[src/hdl/tks_pkg.sv]
`timescale 1ns / 1ps
package tks_pkg;

    localparam int KEEP_DEFAULT = 8;

    typedef struct packed {
        logic [15:0] pt;
        logic [15:0] eta;
        logic [15:0] phi;
        logic [15:0] kind;
    } rec_t;

    localparam int REC_W = $bits(rec_t);

endpackage

[src/hdl/tks_in_if.sv]
`timescale 1ns / 1ps
interface tks_in_if;
    logic        valid;
    logic        ready;
    logic [15:0] pt;
    logic [15:0] eta;
    logic [15:0] phi;
    logic [15:0] kind;
    logic        frame_end;

    modport source (output valid, pt, eta, phi, kind, frame_end, input ready);
    modport sink   (input valid, pt, eta, phi, kind, frame_end, output ready);
endinterface

[src/hdl/tks_out_if.sv]
`timescale 1ns / 1ps
interface tks_out_if;
    logic        valid;
    logic        ready;
    logic [15:0] pt_out;
    logic [15:0] eta_out;
    logic [15:0] phi_out;
    logic [15:0] kind_out;
    logic        rank_last;

    modport source (output valid, pt_out, eta_out, phi_out, kind_out, rank_last,
                    input ready);
    modport sink   (input valid, pt_out, eta_out, phi_out, kind_out, rank_last,
                    output ready);
endinterface

[src/hdl/tks_store.sv]
`timescale 1ns / 1ps
module tks_store #(
    parameter int KEEP = tks_pkg::KEEP_DEFAULT
) (
    input  logic                        clk,
    input  logic                        rst_n,
    input  logic                        take,
    input  logic                        flush,
    input  tks_pkg::rec_t               rec,
    output tks_pkg::rec_t [KEEP-1:0]    inserted
);
    import tks_pkg::*;

    rec_t [KEEP-1:0] slot_reg;
    rec_t [KEEP-1:0] slot_next;
    rec_t [KEEP-1:0] above_rec;
    logic [KEEP-1:0] above_ge;
    logic [KEEP-1:0] ge;

    // slots stay sorted descending, so ge is a thermometer code
    always_comb
    begin
        above_rec[0] = '0;
        above_ge[0]  = 1'b0;
        for (int i = 0; i < KEEP; i++)
        begin
            ge[i] = (slot_reg[i].pt <= rec.pt);
        end
        for (int i = 1; i < KEEP; i++)
        begin
            above_rec[i] = slot_reg[i-1];
            above_ge[i]  = ge[i-1];
        end
        for (int i = 0; i < KEEP; i++)
        begin
            if (!ge[i])
            begin
                inserted[i] = slot_reg[i];
            end
            else if (above_ge[i])
            begin
                inserted[i] = above_rec[i];
            end
            else
            begin
                inserted[i] = rec;
            end
        end
    end

    always_comb
    begin
        slot_next = flush ? '0 : inserted;
    end

    always_ff @(posedge clk or negedge rst_n)
    begin
        if (!rst_n)
        begin
            slot_reg <= '0;
        end
        else if (take)
        begin
            slot_reg <= slot_next;
        end
    end

endmodule

[src/hdl/tks_drain.sv]
`timescale 1ns / 1ps
module tks_drain #(
    parameter int KEEP = tks_pkg::KEEP_DEFAULT
) (
    input  logic                        clk,
    input  logic                        rst_n,
    input  logic                        load,
    input  tks_pkg::rec_t [KEEP-1:0]    snap,
    output logic                        busy,
    tks_out_if.source                   ranked
);
    import tks_pkg::*;

    localparam int CW = $clog2(KEEP + 1);

    rec_t [KEEP-1:0] bank_reg;
    rec_t [KEEP-1:0] bank_next;
    logic [CW-1:0]   cnt_reg;
    logic            vld_reg;
    rec_t            beat_reg;
    logic            last_reg;
    logic            emit;

    assign busy      = (cnt_reg != '0);
    assign emit      = busy && (!vld_reg || ranked.ready);
    assign bank_next = bank_reg >> REC_W;

    always_ff @(posedge clk or negedge rst_n)
    begin
        if (!rst_n)
        begin
            cnt_reg <= '0;
            vld_reg <= 1'b0;
        end
        else
        begin
            if (load)
            begin
                cnt_reg <= CW'(KEEP);
            end
            else if (emit)
            begin
                cnt_reg <= cnt_reg - CW'(1);
            end
            if (emit)
            begin
                vld_reg <= 1'b1;
            end
            else if (ranked.ready)
            begin
                vld_reg <= 1'b0;
            end
        end
    end

    always_ff @(posedge clk)
    begin
        if (load)
        begin
            bank_reg <= snap;
        end
        else if (emit)
        begin
            bank_reg <= bank_next;
        end
        if (emit)
        begin
            beat_reg <= bank_reg[0];
            last_reg <= (cnt_reg == CW'(1));
        end
    end

    assign ranked.valid     = vld_reg;
    assign ranked.pt_out    = beat_reg.pt;
    assign ranked.eta_out   = beat_reg.eta;
    assign ranked.phi_out   = beat_reg.phi;
    assign ranked.kind_out  = beat_reg.kind;
    assign ranked.rank_last = last_reg;

endmodule

[src/hdl/top_k_insertion_sorter.sv]
`timescale 1ns / 1ps
// Output: an accepted frame_end loads the drain bank, which passes rank 0 to the output
//   register, then one ranked beat per cycle unless stalled, KEEP in all, the last with rank_last.
// Throughput: one record beat per cycle; a frame_end beat waits while the drain
//   bank still holds the previous frame's KEEP beats (set by the single output port).
// Reset (rst_n, async, active low): store slots cleared to zero, drain idle,
//   no output beat pending.
module top_k_insertion_sorter #(
    parameter int KEEP = tks_pkg::KEEP_DEFAULT
) (
    input  logic      clk,
    input  logic      rst_n,
    tks_in_if.sink    records,
    tks_out_if.source ranked
);
    import tks_pkg::*;

    rec_t            rec;
    rec_t [KEEP-1:0] inserted;
    logic            fire;
    logic            flush;
    logic            busy;

    // A frame end can only hand its snapshot over when the drain bank is free.
    // Plain records never wait: the store takes one every cycle.
    assign records.ready = !(records.frame_end && busy);
    assign fire          = records.valid && records.ready;
    assign flush         = fire && records.frame_end;

    assign rec.pt   = records.pt;
    assign rec.eta  = records.eta;
    assign rec.phi  = records.phi;
    assign rec.kind = records.kind;

    // Sorted store: parallel compare against every slot, shift-down insert.
    // On a frame end the post-insert view goes to the drain and the store clears.
    tks_store #(
        .KEEP (KEEP)
    ) u_store (
        .clk      (clk),
        .rst_n    (rst_n),
        .take     (fire),
        .flush    (flush),
        .rec      (rec),
        .inserted (inserted)
    );

    // Drain bank plus output register: shifts out one ranked beat per cycle unless the output stalls.
    tks_drain #(
        .KEEP (KEEP)
    ) u_drain (
        .clk    (clk),
        .rst_n  (rst_n),
        .load   (flush),
        .snap   (inserted),
        .busy   (busy),
        .ranked (ranked)
    );

    // A snapshot never lands on a bank that is still draining.
    a_load_idle: assert property (@(posedge clk) disable iff (!rst_n)
        flush |-> !busy)
        else $error("frame end accepted while drain busy");

    // A frame end always starts a drain.
    a_load_busy: assert property (@(posedge clk) disable iff (!rst_n)
        flush |=> busy)
        else $error("drain did not start after frame end");

    // Every ranked beat leaves from a busy drain or a held output register.
    a_beat_src: assert property (@(posedge clk) disable iff (!rst_n)
        (ranked.valid && !$past(ranked.valid)) |-> $past(busy))
        else $error("output beat without drain activity");

    generate
        if (KEEP > 1)
        begin : g_order
            a_sorted: assert property (@(posedge clk) disable iff (!rst_n)
                inserted[0].pt >= inserted[1].pt)
                else $error("store lost descending order");
        end
    endgenerate

endmodule

[src/flat_wrapper.sv]
// flat-port wrapper written by rule: the top's interface ports become plain ports
module top_k_insertion_sorter_flat import tks_pkg::*;
#(
    parameter int KEEP = tks_pkg::KEEP_DEFAULT
)
  (clk, rst_n, records_valid, records_pt, records_eta, records_phi, records_kind, records_frame_end, records_ready, ranked_valid, ranked_pt_out, ranked_eta_out, ranked_phi_out, ranked_kind_out, ranked_rank_last, ranked_ready);
  tks_in_if records_i ();
  tks_out_if ranked_i ();
  input  logic clk;
  input  logic rst_n;
  input wire logic [$bits(records_i.valid)-1:0] records_valid;
  input wire logic [$bits(records_i.pt)-1:0] records_pt;
  input wire logic [$bits(records_i.eta)-1:0] records_eta;
  input wire logic [$bits(records_i.phi)-1:0] records_phi;
  input wire logic [$bits(records_i.kind)-1:0] records_kind;
  input wire logic [$bits(records_i.frame_end)-1:0] records_frame_end;
  output wire logic [$bits(records_i.ready)-1:0] records_ready;
  output wire logic [$bits(ranked_i.valid)-1:0] ranked_valid;
  output wire logic [$bits(ranked_i.pt_out)-1:0] ranked_pt_out;
  output wire logic [$bits(ranked_i.eta_out)-1:0] ranked_eta_out;
  output wire logic [$bits(ranked_i.phi_out)-1:0] ranked_phi_out;
  output wire logic [$bits(ranked_i.kind_out)-1:0] ranked_kind_out;
  output wire logic [$bits(ranked_i.rank_last)-1:0] ranked_rank_last;
  input wire logic [$bits(ranked_i.ready)-1:0] ranked_ready;
  assign records_i.valid = records_valid;
  assign records_i.pt = records_pt;
  assign records_i.eta = records_eta;
  assign records_i.phi = records_phi;
  assign records_i.kind = records_kind;
  assign records_i.frame_end = records_frame_end;
  assign records_ready = records_i.ready;
  assign ranked_valid = ranked_i.valid;
  assign ranked_pt_out = ranked_i.pt_out;
  assign ranked_eta_out = ranked_i.eta_out;
  assign ranked_phi_out = ranked_i.phi_out;
  assign ranked_kind_out = ranked_i.kind_out;
  assign ranked_rank_last = ranked_i.rank_last;
  assign ranked_i.ready = ranked_ready;
  top_k_insertion_sorter #(.KEEP(KEEP)) u_core (.clk(clk), .rst_n(rst_n), .records(records_i), .ranked(ranked_i));
endmodule
[config.mk]
export PLATFORM = sky130hd
export DESIGN_NAME = top_k_insertion_sorter_flat
export DESIGN_NICKNAME = d
export VERILOG_FILES = /design/src/hdl/tks_pkg.sv /design/src/hdl/tks_in_if.sv /design/src/hdl/tks_out_if.sv /design/src/hdl/tks_store.sv /design/src/hdl/tks_drain.sv /design/src/hdl/top_k_insertion_sorter.sv /design/src/flat_wrapper.sv
export SDC_FILE = /design/constraint.sdc
export NUM_CORES = 2
export LEC_CHECK = 0
export BUFFER_PORTS_ARGS = -buffer_cell sky130_fd_sc_hd__buf_4
export CAP_MARGIN = 10
export CORE_ASPECT_RATIO = 1.2
export CORE_MARGIN = 4
export CORE_UTILIZATION = 50
export CTS_BUF_LIST = sky130_fd_sc_hd__clkbuf_8
export CTS_CLUSTER_DIAMETER = 40
export DETAILED_ROUTE_END_ITERATION = 10
export PLACE_DENSITY = 0.62
export SKIP_CTS_REPAIR_TIMING = 1
export SLEW_MARGIN = 0
export SYNTH_ARGS = -nofsm -noshare
export SYNTH_HDL_FRONTEND = slang
export SYNTH_SLANG_ARGS = --single-unit
[constraint.sdc]
create_clock -name clk -period 28.7 [get_ports clk]
set_input_delay 4.305 -clock clk [delete_from_list [all_inputs] [get_ports clk]]
set_output_delay 4.305 -clock clk [all_outputs]
set_load 0.03 [all_outputs]
==> key figures <==
Finish
  • Layout Utilization: 0.554
  • Most common cell after layout, fill and taps aside: edfxtp_1
  • Final non-filler cell total: 6211
  • Commonest cells after routing, fill and taps aside: edfxtp_1, dfrtp_1, nand3_1, o2bb2ai_1, nand2_1
  • Share of layout cells above drive strength 1: 0.113
  • Fin area: 60000 µm²
  • Layout Nets: 4840
  • Area delta synth->final: 9.64%

Global routing
  • Total global routing overflow: 0
  • Vias in the first global route: 41100
  • Total GRT Usage: 0.300
  • First-pass GRT wire length: 263 mm
  • Antenna violations before repair: 18
  • Largest net degree at the start of global routing: 172

Power
  • Total power: 6.24 mW
  • Peak supply drop: 0.0840 mV
  • PwrDens: 104 nW/µm²
  • Lkg Pwr: 22.6 nW

STA
  • Worst Max-Slew Pin Slew: 1170 ps
  • Max-slew violations: 0
  • Final setup viols: 0
  • Max Freq: 107 MHz
  • Final worst slack: 19330 ps
  • Setup TNS: 0 ps
  • Final Hold Viols: 0
  • Final worst path period need: 9370 ps
  • Max Clock Skew: 30.7 ps
  • Hold_ws: 414 ps
  • Final period utilization: 0.326
  • Max-slew headroom: 0.222
  • RSZ-0062 raised after global routing: false

Place
  • Setup WS pre-CTS: 19350 ps
  • Post-Place Cells: 5865
  • HPWL Detailed: 97.5 mm
  • RePlAce Congestion: 0.986
  • # port buffers: 135
  • Placed inst area: 56300 µm²

Floorplan
  • Die ar.: 115000 µm²
  • Std cell rows: 132
  • Starting Density: 0.505
  • IO Pins: 136
  • Core Area: 108000 µm²
  • Die width: 310 µm
  • Die H: 370 µm

Drt
  • Total iterations of the first detailed-routing run: 8
  • WL/cell: 27.8 µm
  • Total Wirelength: 173 mm
  • Starting DRT DRC Count: 4406
  • Residual DRC: 0
  • Drt via density: 6.70
  • Vias: 41600
  • DRT antenna net count: 0

Logic synthesis
  • Largest cells by area after synthesis: edfxtp_1, dfrtp_1, o2bb2ai_1
  • Syn. warnings: 0
  • Ys flop type: edfxtp_1
  • Synthesized netlist net count: 4969
  • Sequential share of the synthesized area: 0.553
  • Async S/R FF share, synth: 0.473
  • Largest area contributor in the netlist: edfxtp_1
  • Top-area cell type share of the netlist area: 0.317
  • Number of synthesized flops with an enable pin: 577
  • Avg Cell Area, Syn: 11.5 µm²
  • Cell variety after synth: 51
  • Yosys reg bits: 1094
  • Post-Syn Instances: 4770
  • Post-Syn Area: 54700 µm²

Clock network
  • Clk_lat worst skew: 890 ps
  • CTS Buf Count: 181
  • Clk slew on worst S/H paths: 60 ps
  • CTS tree: built
  • CTS max path bufs: 3
  • Clk sinks: 1094
  • H-tree Lvls: 4
  • Root buffer cell: clkbuf_8

Setup path
  • Critical Path Sink Type: output port
  • WP data required: 24400 ps
  • Critical path data arrival time: 5060 ps
  • Type of origin of the critical path: input port
  • Max FO, Critical Path: 22
  • Crit path kind: input port to output port

Status
  • Outcome: finished, final reports clean

Run
  • Max-cap viol count: 0

Worst hold path
  • Hold Crit Class: flop to flop
==> Yosys cell counts (35+ instances only) <==
cell       count
edfxtp_1     577
dfrtp_1      517
nand3_1      451
o2bb2ai_1    448
nand2_1      421
o211ai_1     390
mux2i_1      384
clkbuf_1     363
o21ai_0      146
ha_1         130
a21oi_1      121
nor2_1        75
a31oi_1       68
and4_1        66
a221o_1       64
buf_1         56
and2_1        53
and3_1        51
buf_2         51
clkbuf_2      49
nor4b_1       48
nand4_1       35
==> power breakdown <==
| group | internal, mW | leakage, nW | switching, mW | total (mW) |
|---|---|---|---|---|
| Sequential | 2.28 | 12.5 | 0.390 | 2.67 |
| Clock | 0.730 | 2.16 | 0.658 | 1.39 |
| Combinational | 0.805 | 7.98 | 1.37 | 2.18 |
| Total | 3.82 | 22.6 | 2.42 | 6.24 |
==> routing by layer <==
metal | routed length, µm | GRT usage
met5 | 98 | 0
met4 | 6030 | 0.110
met1 | 72300 | 0.410
met3 | 13400 | 0.0585
met2 | 80900 | 0.477
==> area by class of cell <==
type	count	area, µm²
diodes	5	12.5
well taps	1407	1760
clock inverters	118	596
repair buffers	215	1720
clock buffers	223	3070
multi-input cells	3120	22500
inverters	29	109
flip-flops and latches	1094	30300
fillers	9289	48300
==> cell families (layout without fill, tap and decap cells) <==
group	Yosys count	after routing	synth area share
AO/OA/AOI/OAI	1334	1334	0.187
AND/OR/NAND/NOR	1270	1270	0.118
flip-flops	1094	1094	0.553
buffers and inverters	556	585	0.0415
multiplexers	384	384	0.0702
adder cells (fa/ha/maj)	130	130	0.0297
XOR/XNOR	2	2	0.000320
other	0	5	0
==> path summary, 6_finish.rpt <==
check / from / depth (start not counted) / slack, ps / end
worst max-delay path: records_frame_end / 3 / 19330 / records_ready
worst min-delay path: u_core.u_drain.bank_reg[39]$_DFFE_PP_ / 0 / 410 / u_core.u_drain.ranked.eta_out[7]$_DFFE_PP_
worst max register to register: u_core.u_drain.cnt_reg[0]$_DFFE_PN0P_ / 9 / 23790 / u_core.u_drain.bank_reg[62]$_DFFE_PP_
worst min register to register: u_core.u_drain.bank_reg[39]$_DFFE_PP_ / 0 / 410 / u_core.u_drain.ranked.eta_out[7]$_DFFE_PP_
max in group asynchronous: rst_n / 3 / 22970 / u_core.u_store.above_rec[77]$_DFFE_PN0P_
min in group asynchronous: rst_n / 1 / 3430 / u_core.u_store.above_rec[316]$_DFFE_PN0P_
==> worst max-delay path, cell delays in order <==
cell and delay [ps]:
buf_4 350, nand2_1 180, buf_4 210
(Power assumes the default switching activity.)
